===== config.mk =====
export PLATFORM = sky130hd
export DESIGN_NAME = multicast_udp_packet_filter_flat
export DESIGN_NICKNAME = d
export VERILOG_FILES = /design/src/sv/mufp_pkg.sv /design/src/sv/mufp_if.sv /design/src/sv/mufp_front.sv /design/src/sv/mufp_queue.sv /design/src/sv/mufp_back.sv /design/src/sv/multicast_udp_packet_filter.sv /design/src/flat_wrapper.sv
export SDC_FILE = /design/constraint.sdc
export NUM_CORES = 1
export LEC_CHECK = 0
export BUFFER_PORTS_ARGS = -buffer_cell sky130_fd_sc_hd__buf_4
export CORE_AREA = 2 2 171 173
export CTS_BUF_LIST = sky130_fd_sc_hd__clkbuf_4 sky130_fd_sc_hd__clkbuf_8
export DETAILED_ROUTE_END_ITERATION = 8
export DIE_AREA = 0 0 173 175
export PLACE_DENSITY_LB_ADDON = 0.12
export SLEW_MARGIN = 20
export SYNTH_ARGS = -nofsm -noshare
export SYNTH_HDL_FRONTEND = slang
export SYNTH_HIERARCHICAL = 1
export SYNTH_SLANG_ARGS = --single-unit

===== constraint.sdc =====
create_clock -name clock -period 8.55 [get_ports clock]
set_input_delay 1.2825 -clock clock [delete_from_list [all_inputs] [get_ports clock]]
set_output_delay 1.2825 -clock clock [all_outputs]
set_load 0.01 [all_outputs]

===== src/sv/mufp_pkg.sv =====
// package for the multicast udp packet filter
// verdict codes, frame layout offsets, register indexes and the frame summary type
// no dependencies
package mufp_pkg;

   // verdict codes
   localparam logic [1:0] VERDICT_PASS     = 2'd0;
   localparam logic [1:0] VERDICT_REDIRECT = 2'd1;
   localparam logic [1:0] VERDICT_DROP     = 2'd2;

   // configuration register indexes
   localparam int CSR_INDEX_W = 2;
   localparam int CSR_DATA_W  = 64;
   localparam logic [CSR_INDEX_W-1:0] CSR_FILTER_ENABLED = 2'd0;
   localparam logic [CSR_INDEX_W-1:0] CSR_TARGET_GROUP   = 2'd1;
   localparam logic [CSR_INDEX_W-1:0] CSR_TARGET_PORT    = 2'd2;
   localparam logic [CSR_INDEX_W-1:0] CSR_QUEUE_MASK     = 2'd3;

   // default queue count and queue index width
   localparam int QUEUE_COUNT_DEFAULT = 64;
   localparam int QUEUE_INDEX_W       = 6;

   // frame layout, offsets from the destination mac
   localparam int OFFSET_W = 7;
   localparam logic [OFFSET_W-1:0] OFFSET_MAX        = 7'd127;
   localparam logic [OFFSET_W-1:0] OFF_ETHERTYPE_HI  = 7'd12;
   localparam logic [OFFSET_W-1:0] OFF_ETHERTYPE_LO  = 7'd13;
   localparam logic [OFFSET_W-1:0] OFF_IHL           = 7'd14;
   localparam logic [OFFSET_W-1:0] OFF_PROTOCOL      = 7'd23;
   localparam logic [OFFSET_W-1:0] OFF_DEST_FIRST    = 7'd30;
   localparam logic [OFFSET_W-1:0] OFF_DEST_LAST     = 7'd33;
   // udp destination port sits at 14 + 4*ihl + 2
   localparam logic [OFFSET_W-1:0] OFF_PORT_BASE     = 7'd16;
   // last offset below which a frame is too short for each header
   localparam logic [OFFSET_W-1:0] OFF_MIN_ETH_LAST  = 7'd13;
   localparam logic [OFFSET_W-1:0] OFF_MIN_IP_LAST   = 7'd33;
   // ethernet header plus udp header, minus one for the last offset
   localparam logic [OFFSET_W-1:0] OFF_MIN_UDP_BASE  = 7'd21;

   // header field values
   localparam logic [15:0] ETHERTYPE_IPV4   = 16'h0800;
   localparam logic [7:0]  PROTOCOL_UDP     = 8'd17;
   localparam logic [31:0] MCAST_MASK       = 32'hF000_0000;
   localparam logic [31:0] MCAST_PREFIX     = 32'hE000_0000;
   localparam logic [3:0]  IHL_MIN          = 4'd5;

   // queue between front and back
   localparam int SUMMARY_QUEUE_DEPTH = 2;

   // per-frame summary handed from front to back
   typedef struct packed {
      logic                     frame_ok;
      logic [31:0]              destination;
      logic [15:0]              udp_port;
      logic [QUEUE_INDEX_W-1:0] queue_index;
   } frame_summary_type;

   // queue fill status
   typedef struct packed {
      logic full;
      logic empty;
   } queue_status_type;

endpackage


===== src/sv/mufp_if.sv =====
// channel interfaces for the multicast udp packet filter
// request carries frame bytes, response carries verdicts; uses mufp_pkg
interface mufp_req_if;
   logic                               valid;
   logic                               ready;
   logic [7:0]                         packet_byte;
   logic                               last_byte;
   logic [mufp_pkg::QUEUE_INDEX_W-1:0] queue_index;

   modport source (output valid, output packet_byte, output last_byte, output queue_index,
                   input ready);
   modport sink   (input valid, input packet_byte, input last_byte, input queue_index,
                   output ready);
endinterface

interface mufp_rsp_if;
   logic                               valid;
   logic                               ready;
   logic [1:0]                         verdict;
   logic [mufp_pkg::QUEUE_INDEX_W-1:0] target_queue;

   modport source (output valid, output verdict, output target_queue, input ready);
   modport sink   (input valid, input verdict, input target_queue, output ready);
endinterface


===== src/sv/mufp_front.sv =====
// front end: tracks the byte offset, captures header fields, summarizes each frame
// depends on mufp_pkg
module mufp_front (
   input  logic                               clock,
   input  logic                               reset,
   input  logic                               beat_accept,
   input  logic [7:0]                         packet_byte,
   input  logic                               last_byte,
   input  logic [mufp_pkg::QUEUE_INDEX_W-1:0] queue_index,
   output logic                               summary_push,
   output mufp_pkg::frame_summary_type        summary
);

   logic [mufp_pkg::OFFSET_W-1:0] offset_ff, offset_in;
   logic [15:0]                   ethertype_ff, ethertype_in;
   logic [3:0]                    header_words_ff, header_words_in;
   logic [7:0]                    protocol_ff, protocol_in;
   logic [31:0]                   destination_ff, destination_in;
   logic [15:0]                   port_ff, port_in;
   logic [mufp_pkg::OFFSET_W-1:0] port_at;
   logic [mufp_pkg::OFFSET_W-1:0] udp_min_last;
   logic                          long_enough;
   logic                          type_ok;

   // field capture at the current offset
   always_comb begin
      port_at = mufp_pkg::OFF_PORT_BASE + {1'b0, header_words_ff, 2'b00};

      ethertype_in = ethertype_ff;
      if (offset_ff == mufp_pkg::OFF_ETHERTYPE_HI || offset_ff == mufp_pkg::OFF_ETHERTYPE_LO) begin
         ethertype_in = {ethertype_ff[7:0], packet_byte};
      end

      header_words_in = header_words_ff;
      if (offset_ff == mufp_pkg::OFF_IHL) begin
         header_words_in = packet_byte[3:0];
      end

      protocol_in = protocol_ff;
      if (offset_ff == mufp_pkg::OFF_PROTOCOL) begin
         protocol_in = packet_byte;
      end

      destination_in = destination_ff;
      if (offset_ff >= mufp_pkg::OFF_DEST_FIRST && offset_ff <= mufp_pkg::OFF_DEST_LAST) begin
         destination_in = {destination_ff[23:0], packet_byte};
      end

      port_in = port_ff;
      if (offset_ff == port_at || offset_ff == port_at + 7'd1) begin
         port_in = {port_ff[7:0], packet_byte};
      end

      offset_in = offset_ff;
      if (offset_ff != mufp_pkg::OFFSET_MAX) begin
         offset_in = offset_ff + 7'd1;
      end
   end

   // structural checks on the completed frame
   always_comb begin
      udp_min_last = mufp_pkg::OFF_MIN_UDP_BASE + {1'b0, header_words_in, 2'b00};
      long_enough  = (offset_ff >= mufp_pkg::OFF_MIN_ETH_LAST)
                  && (offset_ff >= mufp_pkg::OFF_MIN_IP_LAST)
                  && (offset_ff >= udp_min_last);
      type_ok      = (ethertype_in == mufp_pkg::ETHERTYPE_IPV4)
                  && (protocol_in == mufp_pkg::PROTOCOL_UDP)
                  && ((destination_in & mufp_pkg::MCAST_MASK) == mufp_pkg::MCAST_PREFIX)
                  && (header_words_in >= mufp_pkg::IHL_MIN);

      summary.frame_ok    = long_enough && type_ok;
      summary.destination = destination_in;
      summary.udp_port    = port_in;
      summary.queue_index = queue_index;
      summary_push        = beat_accept && last_byte;
   end

   // capture state, cleared after the last beat of a frame
   always_ff @(posedge clock) begin
      if (reset || (beat_accept && last_byte)) begin
         offset_ff       <= '0;
         ethertype_ff    <= '0;
         header_words_ff <= '0;
         protocol_ff     <= '0;
         destination_ff  <= '0;
         port_ff         <= '0;
      end else if (beat_accept) begin
         offset_ff       <= offset_in;
         ethertype_ff    <= ethertype_in;
         header_words_ff <= header_words_in;
         protocol_ff     <= protocol_in;
         destination_ff  <= destination_in;
         port_ff         <= port_in;
      end
   end

endmodule


===== src/sv/mufp_queue.sv =====
// short queue of frame summaries between front and back
// depends on mufp_pkg
module mufp_queue (
   input  logic                        clock,
   input  logic                        reset,
   input  logic                        push,
   input  mufp_pkg::frame_summary_type push_data,
   input  logic                        pop,
   output mufp_pkg::frame_summary_type pop_data,
   output mufp_pkg::queue_status_type  status
);

   localparam int DEPTH = mufp_pkg::SUMMARY_QUEUE_DEPTH;
   localparam int PTR_W = (DEPTH > 1) ? $clog2(DEPTH) : 1;
   localparam int CNT_W = $clog2(DEPTH + 1);

   mufp_pkg::frame_summary_type entry_ff [DEPTH];
   logic [PTR_W-1:0] wr_ptr_ff, wr_ptr_in;
   logic [PTR_W-1:0] rd_ptr_ff, rd_ptr_in;
   logic [CNT_W-1:0] count_ff, count_in;
   logic             do_push;
   logic             do_pop;

   // status and pointer updates
   always_comb begin
      status.full  = (count_ff == CNT_W'(DEPTH));
      status.empty = (count_ff == '0);
      do_push      = push && !status.full;
      do_pop       = pop && !status.empty;
      pop_data     = entry_ff[rd_ptr_ff];

      wr_ptr_in = wr_ptr_ff;
      if (do_push) begin
         wr_ptr_in = (wr_ptr_ff == PTR_W'(DEPTH - 1)) ? '0 : wr_ptr_ff + 1'b1;
      end
      rd_ptr_in = rd_ptr_ff;
      if (do_pop) begin
         rd_ptr_in = (rd_ptr_ff == PTR_W'(DEPTH - 1)) ? '0 : rd_ptr_ff + 1'b1;
      end
      count_in = count_ff;
      if (do_push && !do_pop) begin
         count_in = count_ff + 1'b1;
      end else if (do_pop && !do_push) begin
         count_in = count_ff - 1'b1;
      end
   end

   // storage
   always_ff @(posedge clock) begin
      if (do_push) begin
         entry_ff[wr_ptr_ff] <= push_data;
      end
   end

   // pointers and fill count
   always_ff @(posedge clock) begin
      if (reset) begin
         wr_ptr_ff <= '0;
         rd_ptr_ff <= '0;
         count_ff  <= '0;
      end else begin
         wr_ptr_ff <= wr_ptr_in;
         rd_ptr_ff <= rd_ptr_in;
         count_ff  <= count_in;
      end
   end

endmodule


===== src/sv/mufp_back.sv =====
// back end: holds the filter registers, matches summaries, registers the verdict
// depends on mufp_pkg
module mufp_back #(
   parameter int QUEUE_COUNT = mufp_pkg::QUEUE_COUNT_DEFAULT
) (
   input  logic                                clock,
   input  logic                                reset,
   input  logic                                csr_write_enable,
   input  logic [mufp_pkg::CSR_INDEX_W-1:0]    csr_index,
   input  logic [mufp_pkg::CSR_DATA_W-1:0]     csr_write_data,
   input  mufp_pkg::queue_status_type          queue_status,
   input  mufp_pkg::frame_summary_type         summary,
   output logic                                summary_pop,
   output logic                                rsp_valid,
   input  logic                                rsp_ready,
   output logic [1:0]                          rsp_verdict,
   output logic [mufp_pkg::QUEUE_INDEX_W-1:0]  rsp_target_queue
);

   localparam int QIDX_W = (QUEUE_COUNT > 1) ? $clog2(QUEUE_COUNT) : 1;

   logic                                filter_enabled_ff;
   logic [31:0]                         target_group_ff;
   logic [15:0]                         match_port_ff;
   logic [QUEUE_COUNT-1:0]              queue_mask_ff;
   logic                                out_valid_ff, out_valid_in;
   logic [1:0]                          verdict_ff, verdict_in;
   logic [mufp_pkg::QUEUE_INDEX_W-1:0]  target_queue_ff, target_queue_in;
   logic                                flow_match;
   logic                                queue_in_range;
   logic                                socket_present;

   // configuration writes
   always_ff @(posedge clock) begin
      if (reset) begin
         filter_enabled_ff <= 1'b0;
         target_group_ff   <= '0;
         match_port_ff     <= '0;
         queue_mask_ff     <= '0;
      end else if (csr_write_enable) begin
         unique case (csr_index)
            mufp_pkg::CSR_FILTER_ENABLED: filter_enabled_ff <= csr_write_data[0];
            mufp_pkg::CSR_TARGET_GROUP:   target_group_ff   <= csr_write_data[31:0];
            mufp_pkg::CSR_TARGET_PORT:    match_port_ff     <= csr_write_data[15:0];
            mufp_pkg::CSR_QUEUE_MASK:     queue_mask_ff     <= csr_write_data[QUEUE_COUNT-1:0];
            default: ;
         endcase
      end
   end

   // match the summary at the head of the queue
   always_comb begin
      summary_pop    = !queue_status.empty && (!out_valid_ff || rsp_ready);
      flow_match     = filter_enabled_ff && summary.frame_ok
                    && (summary.destination == target_group_ff)
                    && (summary.udp_port == match_port_ff);
      queue_in_range = ({1'b0, summary.queue_index} < (mufp_pkg::QUEUE_INDEX_W + 1)'(QUEUE_COUNT));
      socket_present = queue_in_range && queue_mask_ff[summary.queue_index[QIDX_W-1:0]];

      verdict_in      = mufp_pkg::VERDICT_PASS;
      target_queue_in = '0;
      if (flow_match && socket_present) begin
         verdict_in      = mufp_pkg::VERDICT_REDIRECT;
         target_queue_in = summary.queue_index;
      end else if (flow_match) begin
         verdict_in      = mufp_pkg::VERDICT_DROP;
      end

      out_valid_in = out_valid_ff;
      if (summary_pop) begin
         out_valid_in = 1'b1;
      end else if (rsp_ready) begin
         out_valid_in = 1'b0;
      end
   end

   // output register
   always_ff @(posedge clock) begin
      if (reset) begin
         out_valid_ff <= 1'b0;
      end else begin
         out_valid_ff <= out_valid_in;
      end
   end

   always_ff @(posedge clock) begin
      if (summary_pop) begin
         verdict_ff      <= verdict_in;
         target_queue_ff <= target_queue_in;
      end
   end

   assign rsp_valid        = out_valid_ff;
   assign rsp_verdict      = verdict_ff;
   assign rsp_target_queue = target_queue_ff;

endmodule


===== src/sv/multicast_udp_packet_filter.sv =====
// top level of the multicast udp packet filter
// depends on mufp_pkg, mufp_if, mufp_front, mufp_queue, mufp_back
//
//   channel   direction  carries
//   req_ch    in         packet_byte, last_byte, queue_index (one frame byte per beat)
//   rsp_ch    out        verdict, target_queue (one beat per frame, on its last byte)
//   csr_*     in         write enable, register index, 64-bit write data
//
// one request beat per cycle while the summary queue has room; the verdict passes through
// the summary queue and then the output register once the last byte is accepted.
// a two-entry summary queue lets bytes keep flowing while a verdict waits on rsp_ch;
// req_ch stalls only when that queue is full.
// reset is synchronous and clears the capture state, queue and filter registers.
module multicast_udp_packet_filter #(
   parameter int QUEUE_COUNT = mufp_pkg::QUEUE_COUNT_DEFAULT
) (
   input  logic                             clock,
   input  logic                             reset,
   mufp_req_if.sink                         req_ch,
   mufp_rsp_if.source                       rsp_ch,
   input  logic                             csr_write_enable,
   input  logic [mufp_pkg::CSR_INDEX_W-1:0] csr_index,
   input  logic [mufp_pkg::CSR_DATA_W-1:0]  csr_write_data
);

   logic                        beat_accept;
   logic                        summary_push;
   logic                        summary_pop;
   mufp_pkg::frame_summary_type push_summary;
   mufp_pkg::frame_summary_type head_summary;
   mufp_pkg::queue_status_type  queue_status;

   // accept bytes while the summary queue has room
   assign req_ch.ready = !queue_status.full;
   assign beat_accept  = req_ch.valid && req_ch.ready;

   mufp_front u_front (
      .clock        (clock),
      .reset        (reset),
      .beat_accept  (beat_accept),
      .packet_byte  (req_ch.packet_byte),
      .last_byte    (req_ch.last_byte),
      .queue_index  (req_ch.queue_index),
      .summary_push (summary_push),
      .summary      (push_summary)
   );

   mufp_queue u_queue (
      .clock     (clock),
      .reset     (reset),
      .push      (summary_push),
      .push_data (push_summary),
      .pop       (summary_pop),
      .pop_data  (head_summary),
      .status    (queue_status)
   );

   mufp_back #(
      .QUEUE_COUNT (QUEUE_COUNT)
   ) u_back (
      .clock            (clock),
      .reset            (reset),
      .csr_write_enable (csr_write_enable),
      .csr_index        (csr_index),
      .csr_write_data   (csr_write_data),
      .queue_status     (queue_status),
      .summary          (head_summary),
      .summary_pop      (summary_pop),
      .rsp_valid        (rsp_ch.valid),
      .rsp_ready        (rsp_ch.ready),
      .rsp_verdict      (rsp_ch.verdict),
      .rsp_target_queue (rsp_ch.target_queue)
   );

   // a summary is never pushed into a full queue
   assert property (@(posedge clock) disable iff (reset) !(summary_push && queue_status.full))
      else $error("summary pushed into full queue");

   // verdict codes stay within pass, redirect and drop
   assert property (@(posedge clock) disable iff (reset)
      rsp_ch.valid |-> (rsp_ch.verdict == mufp_pkg::VERDICT_PASS
                     || rsp_ch.verdict == mufp_pkg::VERDICT_REDIRECT
                     || rsp_ch.verdict == mufp_pkg::VERDICT_DROP))
      else $error("undefined verdict code");

   // only a redirect names a queue
   assert property (@(posedge clock) disable iff (reset)
      (rsp_ch.valid && rsp_ch.verdict != mufp_pkg::VERDICT_REDIRECT) |-> rsp_ch.target_queue == '0)
      else $error("target queue set without redirect");

   // a verdict is loaded only from a queued summary
   assert property (@(posedge clock) disable iff (reset)
      summary_pop |-> !queue_status.empty)
      else $error("pop from empty summary queue");

endmodule

===== src/flat_wrapper.sv =====
// flat-port wrapper written by rule: the top's interface ports become plain ports
module multicast_udp_packet_filter_flat 
#(
   parameter int QUEUE_COUNT = mufp_pkg::QUEUE_COUNT_DEFAULT
)
  (clock, reset, csr_write_enable, csr_index, csr_write_data, req_ch_valid, req_ch_packet_byte, req_ch_last_byte, req_ch_queue_index, req_ch_ready, rsp_ch_valid, rsp_ch_verdict, rsp_ch_target_queue, rsp_ch_ready);
  mufp_req_if req_ch_i ();
  mufp_rsp_if rsp_ch_i ();
  input  logic clock;
  input  logic reset;
  input  logic csr_write_enable;
  input  logic [mufp_pkg::CSR_INDEX_W-1:0] csr_index;
  input  logic [mufp_pkg::CSR_DATA_W-1:0] csr_write_data;
  input wire logic [$bits(req_ch_i.valid)-1:0] req_ch_valid;
  input wire logic [$bits(req_ch_i.packet_byte)-1:0] req_ch_packet_byte;
  input wire logic [$bits(req_ch_i.last_byte)-1:0] req_ch_last_byte;
  input wire logic [$bits(req_ch_i.queue_index)-1:0] req_ch_queue_index;
  output wire logic [$bits(req_ch_i.ready)-1:0] req_ch_ready;
  output wire logic [$bits(rsp_ch_i.valid)-1:0] rsp_ch_valid;
  output wire logic [$bits(rsp_ch_i.verdict)-1:0] rsp_ch_verdict;
  output wire logic [$bits(rsp_ch_i.target_queue)-1:0] rsp_ch_target_queue;
  input wire logic [$bits(rsp_ch_i.ready)-1:0] rsp_ch_ready;
  assign req_ch_i.valid = req_ch_valid;
  assign req_ch_i.packet_byte = req_ch_packet_byte;
  assign req_ch_i.last_byte = req_ch_last_byte;
  assign req_ch_i.queue_index = req_ch_queue_index;
  assign req_ch_ready = req_ch_i.ready;
  assign rsp_ch_valid = rsp_ch_i.valid;
  assign rsp_ch_verdict = rsp_ch_i.verdict;
  assign rsp_ch_target_queue = rsp_ch_i.target_queue;
  assign rsp_ch_i.ready = rsp_ch_ready;
  multicast_udp_packet_filter #(.QUEUE_COUNT(QUEUE_COUNT)) u_core (.clock(clock), .reset(reset), .req_ch(req_ch_i), .rsp_ch(rsp_ch_i), .csr_write_enable(csr_write_enable), .csr_index(csr_index), .csr_write_data(csr_write_data));
endmodule

* Word level (Yosys, flattened, before mapping)
Memories as Yosys holds them, arrays and structs flattened. A register that Yosys moved wholly into a read port is not among the register bits. Cells that the tools add are included.
Storage, ports and cells: register bits 209, memories kept 1, input bits 86, output and inout port bits 10, RAM bits 110, logic and storage cells 102
Cells by class: reductions and logical operators 36, order comparisons 7, add/subtract/negate cells 8, equal/unequal tests 16, muxes and demuxes 18
Memories:
- u_core.u_queue.entry_ff | depth 2, width 55, rd ports 1, clocked after Yosys merged registers in 1, wr ports 1, RTL line mufp_queue.sv:17 | mufp_pkg::frame_summary_type entry_ff [DEPTH];
Operators by type and width (count):
- 32-bit equality test | 1
- 16-bit 2-to-1 mux | 2
- 32-bit 2-to-1 mux | 1
- 7-bit by 4-bit equality test with 1-bit output, second input constant | 3
- 1-bit logical AND | 18
- 16-bit by 12-bit equality test with 1-bit output, second input constant | 1
- 16-bit equality test | 1
- 5-bit by 6-bit adder with 7-bit output, first input constant | 2
- 7-bit by 1-bit adder with 7-bit output, second input constant | 2
- 7-bit equality test | 2
- 2-bit AND reduction | 5
- 1-bit 2-to-1 mux | 9
- 8-bit by 5-bit equality test with 1-bit output, second input constant | 1
- 8-bit 2-to-1 mux | 1
- 7-bit by 5-bit equality test with 1-bit output, second input constant | 1
- 7-bit by 4-bit >= comparator with 1-bit output, second input constant | 1
- 7-bit by 5-bit >= comparator with 1-bit output, second input constant | 1
- 7-bit by 6-bit >= comparator with 1-bit output, second input constant | 1
- 7-bit >= comparator | 1
- 7-bit by 6-bit less-or-equal comparator with 1-bit output, second input constant | 1
- 6-bit by 7-bit < comparator with 1-bit output, second input constant | 1
- 7-bit != test, second input constant | 1
- 1-bit binary-select mux with 6-bit select | 1
- 2-bit equality test, second input constant | 3
- other kinds (12) | 24

* Depth between registers and ports, before layout
depth in word-level cells 9, gate-level depth with buffers 14, depth with buffers taken out 13

* Cells and area by module
Netlist, hierarchy kept.
Modules (own cells, without submodules):
- mufp_back | times used 1, cells an instance 649, area an instance 5411.4 µm², sequential area each 2522.4 µm²
- mufp_front | times used 1, cells an instance 453, area an instance 4340.4 µm², sequential area each 1661.6 µm²
- mufp_queue | times used 1, cells an instance 196, area an instance 4182.8 µm², sequential area each 3403.3 µm²
- multicast_udp_packet_filter | times used 1, cells an instance 2, area an instance 10.0 µm², sequential area each 0.0 µm²

* Worst setup path before layout
Ideal clock, no wire load.
path type in2reg, start point input port req_ch_valid, end point memory u_core/u_queue/entry_ff[1][0] in the netlist's numbering (enable), library setup time 0.419 ns, path slack 4.859 ns, arrival 3.273 ns, buffers on the path 1, required time 8.131 ns, stages on the path 6, cell sequence nor2b_1 -> clkbuf_1 -> and2_1 -> inv_1 -> nor2_1 -> and2_1
Between the ends: longest elaborated chain between the ends 5
Ends and longest elaborated chain:
- start, declared | RTL line flat_wrapper.sv:14 | input wire logic [$bits(req_ch_i.valid)-1:0] req_ch_valid;
- 1-bit logical AND | RTL line multicast_udp_packet_filter.sv:35 | assign beat_accept = req_ch.valid && req_ch.ready;
- 1-bit logical AND | RTL line mufp_front.sv:75 | summary_push = beat_accept && last_byte;
- named net u_core.summary_push | RTL line multicast_udp_packet_filter.sv:27 | logic summary_push;
- 1-bit logical AND | RTL line mufp_queue.sv:28 | do_push = push && !status.full;
- named net u_core.u_queue.do_push | RTL line mufp_queue.sv:21 | logic do_push;
- 1-bit 2-to-1 mux | RTL line mufp_queue.sv:50 | if (do_push) begin
- 1-bit 2-to-1 mux (implied by the code) | RTL line mufp_queue.sv:51 | entry_ff[wr_ptr_ff] <= push_data;
- end, declared | RTL line mufp_queue.sv:17
The timed path passes the listed nets, and every way through them passes these cells.

==> flow_summary.json <==
{
  "worst_slew_pin_slew_ns": 0.9175,
  "stdcell_count": 1803,
  "synthCells": 1300,
  "period_needed_ns": 3.509,
  "yosys.area_share.simple_pct": 13.76,
  "multi_input_area_mm2": 0.005901,
  "synth_commonest_cells": "nand2_1 (242), dfxtp_1 (202), a21oi_1 (126), edfxtp_1 (118), nor2_1 (114)",
  "post-route-drc-count": 0,
  "path_class": "reg2reg",
  "cpPeakStageDelay_ns": 0.83,
  "use_met2_pct": 35.65,
  "dpl_worst_slack_ns": 4.889,
  "skew_ns": 0.01402,
  "grt_antenna_before_repair": 0,
  "reg2reg_depth": 8,
  "syn-num-nets": 1400,
  "initial_utilization_pct": 49.11,
  "top_usage_layer": "met2",
  "status": "finished clean",
  "setup_viol": 0,
  "drtIter0Drc": 563,
  "critical_path.cell_chain": "buf_4, mux2_2, mux4_2, mux2i_1, mux2_2, o2111ai_2, and4_4, and3_1",
  "synth-seq-area-share_pct": 54.41,
  "cts_made_buffers": 53,
  "clock_latency_ns": 0.57,
  "layout-drive-gt1-share_pct": 23.40,
  "ys_types": 70,
  "cts_tree": "built",
  "die_area_mm2": 0.03028,
  "place_inst": 1705,
  "arrival_ns": 3.82,
  "core_area_mm2": 0.02839,
  "synthArstFlopShare_pct": 0,
  "yosys.area_share.adder_pct": 1.256,
  "yosysWarnings": 6,
  "vias": 9494,
  "min_path_type": "reg2reg",
  "p_total_w": 0.003846,
  "clockRootBuffer": "clkbuf_8",
  "synth_top_area_share_pct": 29.00,
  "synth_top_family_by_area": "multiplexers",
  "period_share_pct": 41.04,
  "grt.overflow.total": 0,
  "leakage_nw": 6.250,
  "diodes": 0,
  "yosysTopAreaCell": "dfxtp_1",
  "synth-edff-count": 118,
  "routabilityCongestion": 0.8168,
  "dr.pass1.iters": 7,
  "startpoint_type": "flip-flop",
  "cts.reportedPaths.clkPinSlew_ns": 0.06,
  "fmax_mhz": 285.0,
  "slew_viol_final": 0,
  "max-cap-violations": 0,
  "wl_per_cell_um": 17.70,
  "min_from": "u_core/u_back/queue_mask_ff[47]",
  "dpl.hpwl_mm": 20.75,
  "relSlewSlack_pct": 38.84,
  "max-vdd-ir-drop_mv": 0.1220,
  "synth_area_mm2": 0.01394,
  "crit_top_cell": "mux2_2",
  "rsz0062_at_grt": "no",
  "ant_nets": 0,
  "synth_area_leaders": "dfxtp_1 (29%), edfxtp_1 (25%), mux2_2 (7.7%), nand2_1 (6.5%), mux2i_1 (6.0%)",
  "critPathMaxFanout": 55,
  "layout.nets": 1476,
  "synth_most_common_cell": "nand2_1",
  "grt_first_pass_wirelength_mm": 50.23,
  "grt_start_max_net_pins": 84,
  "hold_buffers": 0,
  "ys_ff_latch": 320,
  "die_w_um": 173,
  "p_per_area_mw_per_mm2": 242.1,
  "crit_required_ns": 8.86,
  "via_per_inst": 5.266,
  "seqCellArea_mm2": 0.007589,
  "clock_path_buffers": 3,
  "post-cts-setup-buffers": 0,
  "io_pins": 96,
  "setup_tns_ns": 0,
  "drt_wl_total_mm": 31.92,
  "syn_to_final_growth_pct": 13.93,
  "synth.area.mux_share_pct": 16.08,
  "cts_resized": 0,
  "n_fill_cell": 2532,
  "synthXorXnorAreaFrac_pct": 3.706,
  "grt_use_total_pct": 20.91,
  "std_cell_rows": 62,
  "worstSetupEndpointType": "flip-flop",
  "met3_usage_pct": 3.634,
  "finalWorstSetupSlack_ns": 5.041,
  "fp.dieH_um": 175,
  "finalHoldViolCount": 0,
  "holdPathStages": 2,
  "avgSynthCellArea_um2": 10.73,
  "synth_compound_area_share_pct": 7.241,
  "port_buffers": 95,
  "clock-sinks": 320,
  "globalRouteMet1Util_pct": 27.83,
  "grt_pass1_vias": 9214,
  "cpMaxStageDelayCell": "mux2_2",
  "synthFlopType": "dfxtp_1",
  "htree_num_levels": 2
}
==> power by group <==
group | total (W) | internal [W] | switching [W]
combinational | 0.000754 | 0.000320 | 0.000434
sequential | 0.00177 | 0.00172 | 0.0000482
clock | 0.00132 | 0.000736 | 0.000587
total | 0.00385 | 0.00278 | 0.00107
==> metrics by stage <==
step                cell area [um^2]  hold WS, ns  util [%]
finish                         15890       0.4527     55.95
global route                   15890       0.4687     55.95
detailed placement             14810       0.4435     52.17
CTS                            15870       0.4515     55.91
global placement               14810       0.4403     52.17
floorplan                      13940       0.4315         -
==> layer usage <==
layer  share of wire [%]  up-vias
met3                 5.6       33
met1                  45     4573
li1                    -     4674
met2                  48      214
met5                   0        -
met4                 1.2        0
==> placed cells by master, fill, tap and decap left out, drive strengths merged, types with 16 or more instances in the layout <==
| cell | instances |
|---|---|
| nand2 | 242 |
| buf | 106 |
| mux2 | 105 |
| o21a | 16 |
| a21oi | 126 |
| clkinv | 18 |
| xor2 | 20 |
| clkbuf | 78 |
| dfxtp | 202 |
| mux2i | 83 |
| edfxtp | 118 |
| xnor2 | 39 |
| nor2 | 114 |
==> worst max-delay path, delay by kind of cell (launching register included) <==
| family | cells | cell delay, ns |
|---|---|---|
| muxes | 4 | 1.74 |
| buffers and inverters | 1 | 0.59 |
| and+or+nand+nor | 2 | 0.39 |
| DFF | 1 | 0.32 |
| AOI/OAI and AO/OA | 1 | 0.12 |
==> state kept, by name (all words and copies together), names as in the netlist, 2 cells and up, named ones only <==
name	flops
u_core/u_front/protocol_ff	8
u_core/u_back/rsp_target_queue	6
u_core/u_back/rsp_verdict	2
u_core/u_back/queue_mask_ff	64
u_core/u_queue/entry_ff	110
u_core/u_front/offset_ff	7
u_core/u_front/ethertype_ff	16
u_core/u_back/target_group_ff	32
u_core/u_queue/count_ff	2
u_core/u_front/header_words_ff	4
u_core/u_back/match_port_ff	16
u_core/u_front/destination_ff	32
u_core/u_front/port_ff	16
==> logic make-up after synthesis <==
| kind of cell | Yosys count |
|---|---|
| AOI/OAI and AO/OA | 174 |
| xor gates and xnor gates | 59 |
| adders and majority gates | 14 |
| buffers and inverters | 101 |
| DFF | 320 |
| muxes | 196 |
| and+or+nand+nor | 436 |
==> cell type report <==
cell class | instances | share of cell area (%)
repair buffers | 106 | 5.009
multi-input cells | 879 | 37.14
clock buffers | 78 | 5.931
well taps | 384 | 3.024
flip-flops and latches | 320 | 47.77
inverters | 16 | 0.3780
clock inverters | 20 | 0.7482
==> worst paths after layout <==
kind                                             to  slack (ns)
setup / recovery  u_core/u_back/rsp_target_queue[3]        5.04
hold / removal      u_core/u_back/queue_mask_ff[47]        0.45
setup reg to reg  u_core/u_back/rsp_target_queue[3]        5.04
hold reg to reg     u_core/u_back/queue_mask_ff[47]        0.45
No activity file was read; power rests on OpenSTA's default activity.
